===== src/rtl/rlpm_pkg.sv =====
package rlpm_pkg;

  localparam int ADDR_W  = 32;
  localparam int INDEX_W = 4;
  localparam int PORT_W  = 3;

  typedef enum logic {
    OP_WRITE  = 1'b0,
    OP_LOOKUP = 1'b1
  } opcode_t;

  typedef enum logic [1:0] {
    SCAN_IDLE,
    SCAN_RUN,
    SCAN_DONE
  } scan_state_t;

  typedef struct packed {
    logic [ADDR_W-1:0] dest;
    logic [ADDR_W-1:0] mask;
    logic [ADDR_W-1:0] gateway;
    logic [PORT_W-1:0] port;
  } route_entry_t;

  typedef struct packed {
    logic         valid;
    route_entry_t entry;
  } route_read_t;

  typedef struct packed {
    logic               hit;
    logic [INDEX_W-1:0] index;
    logic [ADDR_W-1:0]  gateway;
    logic [PORT_W-1:0]  port;
  } lookup_result_t;

endpackage


===== src/rtl/rlpm_table.sv =====
module rlpm_table
  import rlpm_pkg::*;
#(
  parameter  int ENTRIES = 16,
  localparam int AW      = (ENTRIES > 1) ? $clog2(ENTRIES) : 1
) (
  input  logic         clk,
  input  logic         rst_n,
  input  logic         wr_en,
  input  logic [AW-1:0] wr_addr,
  input  logic         wr_valid,
  input  route_entry_t wr_entry,
  input  logic         rd_en,
  input  logic [AW-1:0] rd_addr,
  output route_read_t  rd_data
);

  route_entry_t       route_mem [ENTRIES];
  route_entry_t       rd_entry_r;
  logic               rd_valid_r;
  logic [ENTRIES-1:0] valid_r;

  always_ff @(posedge clk) begin
    if (wr_en) begin
      route_mem[wr_addr] <= wr_entry;
    end
    if (rd_en) begin
      rd_entry_r <= route_mem[rd_addr];
    end
  end

  always_ff @(posedge clk) begin
    if (!rst_n) begin
      valid_r    <= '0;
      rd_valid_r <= 1'b0;
    end else begin
      if (wr_en) begin
        valid_r[wr_addr] <= wr_valid;
      end
      if (rd_en) begin
        rd_valid_r <= valid_r[rd_addr];
      end
    end
  end

  assign rd_data.valid = rd_valid_r;
  assign rd_data.entry = rd_entry_r;

endmodule


===== src/rtl/rlpm_scan.sv =====
module rlpm_scan
  import rlpm_pkg::*;
#(
  parameter  int ENTRIES = 16,
  localparam int AW      = (ENTRIES > 1) ? $clog2(ENTRIES) : 1
) (
  input  logic              clk,
  input  logic              rst_n,
  input  logic              start,
  input  logic [ADDR_W-1:0] start_addr,
  input  route_read_t       rd_data,
  input  logic              res_take,
  output logic              idle,
  output logic              rd_en,
  output logic [AW-1:0]     rd_addr,
  output logic              res_valid,
  output lookup_result_t    res
);

  localparam logic [AW-1:0] LAST = AW'(ENTRIES - 1);

  scan_state_t       state_r, state_nxt;
  logic [AW-1:0]     idx_r;
  logic [AW-1:0]     idx_inc;
  logic [ADDR_W-1:0] addr_r;
  logic              best_found_r, best_found_nxt;
  logic [ADDR_W-1:0] best_mask_r, best_mask_nxt;
  logic [AW-1:0]     best_idx_r, best_idx_nxt;
  logic [ADDR_W-1:0] best_gw_r, best_gw_nxt;
  logic [PORT_W-1:0] best_port_r, best_port_nxt;
  logic              match;
  logic              better;

  assign idx_inc = idx_r + AW'(1);

  always_comb begin
    match  = rd_data.valid &&
             (((rd_data.entry.dest ^ addr_r) & rd_data.entry.mask) == '0);
    better = match && (!best_found_r || (rd_data.entry.mask > best_mask_r));
    best_found_nxt = best_found_r;
    best_mask_nxt  = best_mask_r;
    best_idx_nxt   = best_idx_r;
    best_gw_nxt    = best_gw_r;
    best_port_nxt  = best_port_r;
    if (better) begin
      best_found_nxt = 1'b1;
      best_mask_nxt  = rd_data.entry.mask;
      best_idx_nxt   = idx_r;
      best_gw_nxt    = rd_data.entry.gateway;
      best_port_nxt  = rd_data.entry.port;
    end
  end

  always_ff @(posedge clk) begin
    if (!rst_n) begin
      state_r      <= SCAN_IDLE;
      best_found_r <= 1'b0;
    end else begin
      state_r <= state_nxt;
      if (start) begin
        best_found_r <= 1'b0;
      end else if (state_r == SCAN_RUN) begin
        best_found_r <= best_found_nxt;
      end
    end
  end

  always_ff @(posedge clk) begin
    if (start) begin
      addr_r <= start_addr;
      idx_r  <= '0;
    end else if (state_r == SCAN_RUN) begin
      idx_r       <= idx_inc;
      best_mask_r <= best_mask_nxt;
      best_idx_r  <= best_idx_nxt;
      best_gw_r   <= best_gw_nxt;
      best_port_r <= best_port_nxt;
    end
  end

  always_comb begin
    state_nxt = state_r;
    case (state_r)
      SCAN_IDLE: begin
        if (start) begin
          state_nxt = (ENTRIES == 1) ? SCAN_DONE : SCAN_RUN;
        end
      end
      SCAN_RUN: begin
        if (idx_inc == LAST) begin
          state_nxt = SCAN_DONE;
        end
      end
      SCAN_DONE: begin
        if (res_take) begin
          state_nxt = SCAN_IDLE;
        end
      end
      default: state_nxt = SCAN_IDLE;
    endcase
  end

  always_comb begin
    idle      = 1'b0;
    rd_en     = 1'b0;
    rd_addr   = idx_inc;
    res_valid = 1'b0;
    case (state_r)
      SCAN_IDLE: begin
        idle    = 1'b1;
        rd_en   = 1'b1;
        rd_addr = '0;
      end
      SCAN_RUN: begin
        rd_en = 1'b1;
      end
      SCAN_DONE: begin
        res_valid = 1'b1;
      end
      default: idle = 1'b0;
    endcase
  end

  always_comb begin
    res = '0;
    if (best_found_nxt) begin
      res.hit     = 1'b1;
      res.index   = INDEX_W'(best_idx_nxt);
      res.gateway = best_gw_nxt;
      res.port    = best_port_nxt;
    end
  end

  a_start_idle: assert property (@(posedge clk) disable iff (!rst_n)
    start |-> idle)
    else $error("lookup started while scan busy");

  a_start_leaves_idle: assert property (@(posedge clk) disable iff (!rst_n)
    start |=> !idle)
    else $error("scan did not leave idle after start");

  a_result_hold: assert property (@(posedge clk) disable iff (!rst_n)
    res_valid && !res_take |=> res_valid && $stable(res))
    else $error("pending result changed while not taken");

  a_miss_zero: assert property (@(posedge clk) disable iff (!rst_n)
    res_valid && !res.hit |-> res.index == '0 && res.gateway == '0 && res.port == '0)
    else $error("miss result carries non-zero fields");

endmodule


===== src/rtl/route_longest_prefix_match_unit.sv =====
// IPv4 longest-prefix-match routing table.
// Input channel (in_valid / in_stall): one word per item. A write word
// (in_opcode = 0) loads slot in_entry_index with prefix, mask, gateway,
// port and valid mark and gives no result; slots at or beyond
// ROUTE_ENTRIES are dropped. A lookup word (in_opcode = 1) gives
// exactly one result word on the out_ channel.
// A lookup walks the table memory one slot per cycle through its single
// read port, then passes its result to the output register. in_stall is
// high from the accepted lookup until that result is taken, so no new
// word, write or lookup, is accepted while a lookup is in progress.
// The winner is the valid matching slot with the numerically greatest
// mask, lowest slot on a tie; a zero mask matches every address.
// Reset clears all valid marks at once and empties the result register;
// slot contents are undefined until written and need no clearing pass.
// A result waits in the output register while out_stall is high; a
// following lookup runs meanwhile and holds its own result until the
// register frees.
module route_longest_prefix_match_unit
  import rlpm_pkg::*;
#(
  parameter int ROUTE_ENTRIES = 16
) (
  input  logic               clk,
  input  logic               rst_n,
  input  logic               in_valid,
  output logic               in_stall,
  input  logic               in_opcode,
  input  logic [INDEX_W-1:0] in_entry_index,
  input  logic               in_entry_valid,
  input  logic [ADDR_W-1:0]  in_dest_prefix,
  input  logic [ADDR_W-1:0]  in_prefix_mask,
  input  logic [ADDR_W-1:0]  in_next_hop,
  input  logic [PORT_W-1:0]  in_egress_port,
  input  logic [ADDR_W-1:0]  in_lookup_addr,
  output logic               out_valid,
  input  logic               out_stall,
  output logic               out_hit,
  output logic [INDEX_W-1:0] out_match_index,
  output logic [ADDR_W-1:0]  out_match_gateway,
  output logic [PORT_W-1:0]  out_match_port
);

  localparam int AW    = (ROUTE_ENTRIES > 1) ? $clog2(ROUTE_ENTRIES) : 1;
  localparam int EXT_W = 9;

  logic           accept;
  logic           wr_en;
  logic           lookup_start;
  logic [EXT_W-1:0] idx_ext;
  logic [AW-1:0]  wr_addr;
  route_entry_t   wr_entry;
  route_read_t    rd_data;
  logic           rd_en;
  logic [AW-1:0]  rd_addr;
  logic           scan_idle;
  logic           res_valid;
  logic           res_take;
  lookup_result_t res;
  logic           out_valid_r;
  lookup_result_t out_r;

  assign in_stall     = !scan_idle;
  assign accept       = in_valid && !in_stall;
  assign idx_ext      = EXT_W'(in_entry_index);
  assign wr_addr      = AW'(idx_ext);
  assign wr_en        = accept && (in_opcode == OP_WRITE) &&
                        (idx_ext < EXT_W'(ROUTE_ENTRIES));
  assign lookup_start = accept && (in_opcode == OP_LOOKUP);

  assign wr_entry.dest    = in_dest_prefix;
  assign wr_entry.mask    = in_prefix_mask;
  assign wr_entry.gateway = in_next_hop;
  assign wr_entry.port    = in_egress_port;

  rlpm_table #(
    .ENTRIES (ROUTE_ENTRIES)
  ) u_table (
    .clk      (clk),
    .rst_n    (rst_n),
    .wr_en    (wr_en),
    .wr_addr  (wr_addr),
    .wr_valid (in_entry_valid),
    .wr_entry (wr_entry),
    .rd_en    (rd_en),
    .rd_addr  (rd_addr),
    .rd_data  (rd_data)
  );

  rlpm_scan #(
    .ENTRIES (ROUTE_ENTRIES)
  ) u_scan (
    .clk        (clk),
    .rst_n      (rst_n),
    .start      (lookup_start),
    .start_addr (in_lookup_addr),
    .rd_data    (rd_data),
    .res_take   (res_take),
    .idle       (scan_idle),
    .rd_en      (rd_en),
    .rd_addr    (rd_addr),
    .res_valid  (res_valid),
    .res        (res)
  );

  assign res_take = !out_valid_r || !out_stall;

  always_ff @(posedge clk) begin
    if (!rst_n) begin
      out_valid_r <= 1'b0;
    end else if (res_take) begin
      out_valid_r <= res_valid;
    end
  end

  always_ff @(posedge clk) begin
    if (res_valid && res_take) begin
      out_r <= res;
    end
  end

  assign out_valid         = out_valid_r;
  assign out_hit           = out_r.hit;
  assign out_match_index   = out_r.index;
  assign out_match_gateway = out_r.gateway;
  assign out_match_port    = out_r.port;

endmodule


===== config.mk =====
export PLATFORM = sky130hd
export DESIGN_NAME = route_longest_prefix_match_unit
export DESIGN_NICKNAME = d
export VERILOG_FILES = /design/src/rtl/rlpm_pkg.sv /design/src/rtl/rlpm_table.sv /design/src/rtl/rlpm_scan.sv /design/src/rtl/route_longest_prefix_match_unit.sv
export SDC_FILE = /design/constraint.sdc
export NUM_CORES = 2
export LEC_CHECK = 0
export BUFFER_PORTS_ARGS = -buffer_cell sky130_fd_sc_hd__buf_2
export CORE_MARGIN = 3
export CORE_UTILIZATION = 45
export CTS_BUF_LIST = sky130_fd_sc_hd__clkbuf_16
export CTS_CLUSTER_SIZE = 28
export DETAILED_ROUTE_END_ITERATION = 6
export PLACE_DENSITY = 0.72
export SYNTH_ARGS = -nofsm -noshare
export SYNTH_HDL_FRONTEND = slang
export SYNTH_HIERARCHICAL = 1
export SYNTH_SLANG_ARGS = --single-unit

===== constraint.sdc =====
create_clock -name clk -period 13.8 [get_ports clk]
set_input_delay 2.76 -clock clk [delete_from_list [all_inputs] [get_ports clk]]
set_output_delay 2.76 -clock clk [all_outputs]
set_load 0.02 [all_outputs]

==> impl_metrics.toml <==
[grt]
grt_pass1_wl_mm = 231
grtUsageTotal_pct = 19.7
grt_use_met3_pct = 4.14
grt_pass1_vias = 32547
grt_use_met2_pct = 31.4
antenna_found_initial = 42
overflow = 0
top_usage_layer = "met2"
use_met1_pct = 27.6
grt_max_degree = 148

[critical_path]
critical_path_buf_inv_count = 3
worst_path_most_repeated_cell = "buf_4"
r2r_end = "u_table/rd_data[92]"
r2r_cells = 8
path_cells = "buf_2, nand2_1, nor2_1, nand3_1, nor2_4, buf_4, buf_4"
startpoint_type = "input pin"
reg2reg_from = "u_scan/state_r[1]"
crit_arrival_ns = 6.23
max_stage_delay_ns = 0.81
crit_family = "simple AND/OR/NAND/NOR gates"
critPathMaxFanout = 42
critPathKind = "in2reg"
required_ns = 14.20
end_kind = "register"
r2r_setup_slack_ns = 8.63
slowest_stage = "buf_4"

[clock_tree]
cts_tree = "built"
path_clk_slew_ns = 0.06
root_buffer = "clkbuf_16"
cts_resized = 0
cts_max_level = 4
postCtsSetupRepairBufs = 0
clk_latency_ns = 0.80
clockBufferDepth = 3
hold_buffers = 0
clock-sinks = 1851
cts_buffers = 173

[sta]
min_period_ns = 5.83
skew_ns = 0.0239
relSlewSlack_pct = 15.7
max_freq_mhz = 172
post-route-period-util_pct = 42.3
timing.final.hold_violations = 0
tns_ns = 0
worst-slew-pin-transition_ns = 1.26
setup_viol = 0
finalMaxSlewViolations = 0
worst_slack_ns = 7.97
rsz0062_at_grt = "no"

[synthesis]
synth.top_cell.area_share_pct = 78.1
synth_fp_nets = 3061
avgSynthCellArea_um2 = 24.3
synth_area_mm2 = 0.0702
yosysSeqAreaShare_pct = 78.8
yosys.cell_count.top_type = "edfxtp_1"
ys.flop_type = "edfxtp_1"
yosys-top-cells-area = "edfxtp_1, mux4_2, dfxtp_1"
synth-seq-cells = 1851
yosysUniqueCellTypes = 48
syn_inst = 2886
yosysWarnings = 6
synth_commonest_cells = "edfxtp_1, mux4_2, clkbuf_1, inv_1"
synth-edff-count = 1826
synth_area_leader_cell = "edfxtp_1"
synthArstFlopShare_pct = 0

[route]
firstDrtPassIters = 5
postRouteWirelength_mm = 158
drc = 0
drt-initial-drc-count = 3762
wire_per_inst_um = 29.4
via_count = 31960
ant_nets = 0
avgViaCountPerCell = 5.96

[die]
die_x_um = 401
io_pins = 183
initial_utilization_pct = 45.4
die_height_um = 401
num_rows = 144
dieArea_mm2 = 0.161
coreArea_mm2 = 0.155

[placement]
post-place-ws_ns = 7.17
routabilityCongestion = 0.794
port_buffers = 182
hpwl_mm = 86.3

[worst_hold_path]
min_path_cells = 2
hold-path-endpoint = "u_table/valid_r[11]"
hp-start = "u_table/valid_r[11]"
hp-class = "reg2reg"

[pwr]
leakage_nw = 24.4
vdd_drop_max_v = 0.0000965
power_mw = 11.8
pwr_density_cell_mw_per_mm2 = 149

[status]
status = "completed"

[layout]
syn_to_final_growth_pct = 12.6
layout.nets = 3339
layout-drive-gt1-share_pct = 31.1
final_core_util_pct = 51.1

[flow_run]
cap_violations = 0
-- sequential cells by signal (all words and copies together), names as in the netlist, 16 cells and up --
name,cells
out_match_gateway,32
u_scan/addr_r,32
u_scan/best_gw_r,32
u_scan/best_mask_r,32
u_table/rd_data,99
u_table/route_mem,1584
u_table/valid_r,16
-- metal layers --
metal / part of all wire, % / wire, um / vias to the layer above
li1: - / - / 12990
met1: 40 / 63200 / 17206
met2: 49 / 77500 / 1491
met3: 8.2 / 12900 / 261
met4: 2.5 / 3990 / 12
met5: 0.056 / 88 / -
-- layout make-up --
class	count	area [um2]
antenna	10	25.0
clock buffer	176	4400
clock inverter	140	995
fill	11703	75500
inverter	40	155
multi-input combinational	859	14200
sequential	1851	55300
tap	2044	2560
timing repair buffer	239	1390
-- stage by stage --
step / cell area [um2] / cells / hold WS [ns]
2_1_floorplan: 70200 / 2886 / 0.452
3_3_place_gp: 73600 / 5033 / 0.478
3_5_place_dp: 73600 / 5033 / 0.488
4_1_cts: 79000 / 5349 / 0.496
5_1_grt: 79000 / 5354 / 0.525
6_report: 79100 / 5359 / 0.496
-- worst min-delay path, delay by kind of cell, from the launching register on --
family / cells / cell delay (ns)
flip-flops: 1 / 0.31
AO/OA/AOI/OAI: 2 / 0.13
-- where the power goes --
part / internal (mW) / leakage, nW / total (mW) / switching, mW
sequential: 6.30 / 16.8 / 6.39 / 0.0971
clock: 2.52 / 2.82 / 4.51 / 1.99
combinational: 0.405 / 4.78 / 0.849 / 0.444
-- how the worst max path moves through the flow --
stage	start	depth (start not counted)	end	slack (ns)
2_1_floorplan	in_valid	7	u_table/valid_r[0]	2.78
3_3_place_gp	in_valid	9	u_table/valid_r[12]	7.16
3_5_place_dp	in_valid	7	u_table/route_mem[11][48]	7.17
4_1_cts	in_valid	7	u_table/route_mem[11][59]	8.03
5_1_grt	in_valid	7	u_table/route_mem[11][59]	7.91
6_report	in_valid	7	u_table/route_mem[11][59]	7.97
-- layout by cell type (no fill, tap or decap), types with 22 or more instances in the layout --
cell and n:
a22oi_1 23, a32o_1 39, buf_2 182, buf_4 53, clkbuf_16 176, clkinv_1 40
clkinv_2 22, dfxtp_1 24, edfxtp_1 1826, ha_1 34, inv_1 88, mux2_2 38
mux4_2 497, nand2_1 32, xor2_1 34
-- cell families (layout without fill, tap and decap cells) --
group	Yosys count	in the layout	synth area share [%]
muxes	545	545	16.7
AOI/OAI and AO/OA	131	131	1.43
other	0	10	0
DFF	1851	1851	78.8
adders and majority gates	34	34	0.606
buffers and inverters	176	595	1.23
and+or+nand+nor	114	114	0.800
xor gates and xnor gates	35	35	0.437
Note: power is estimated with default switching activity, not from simulation.
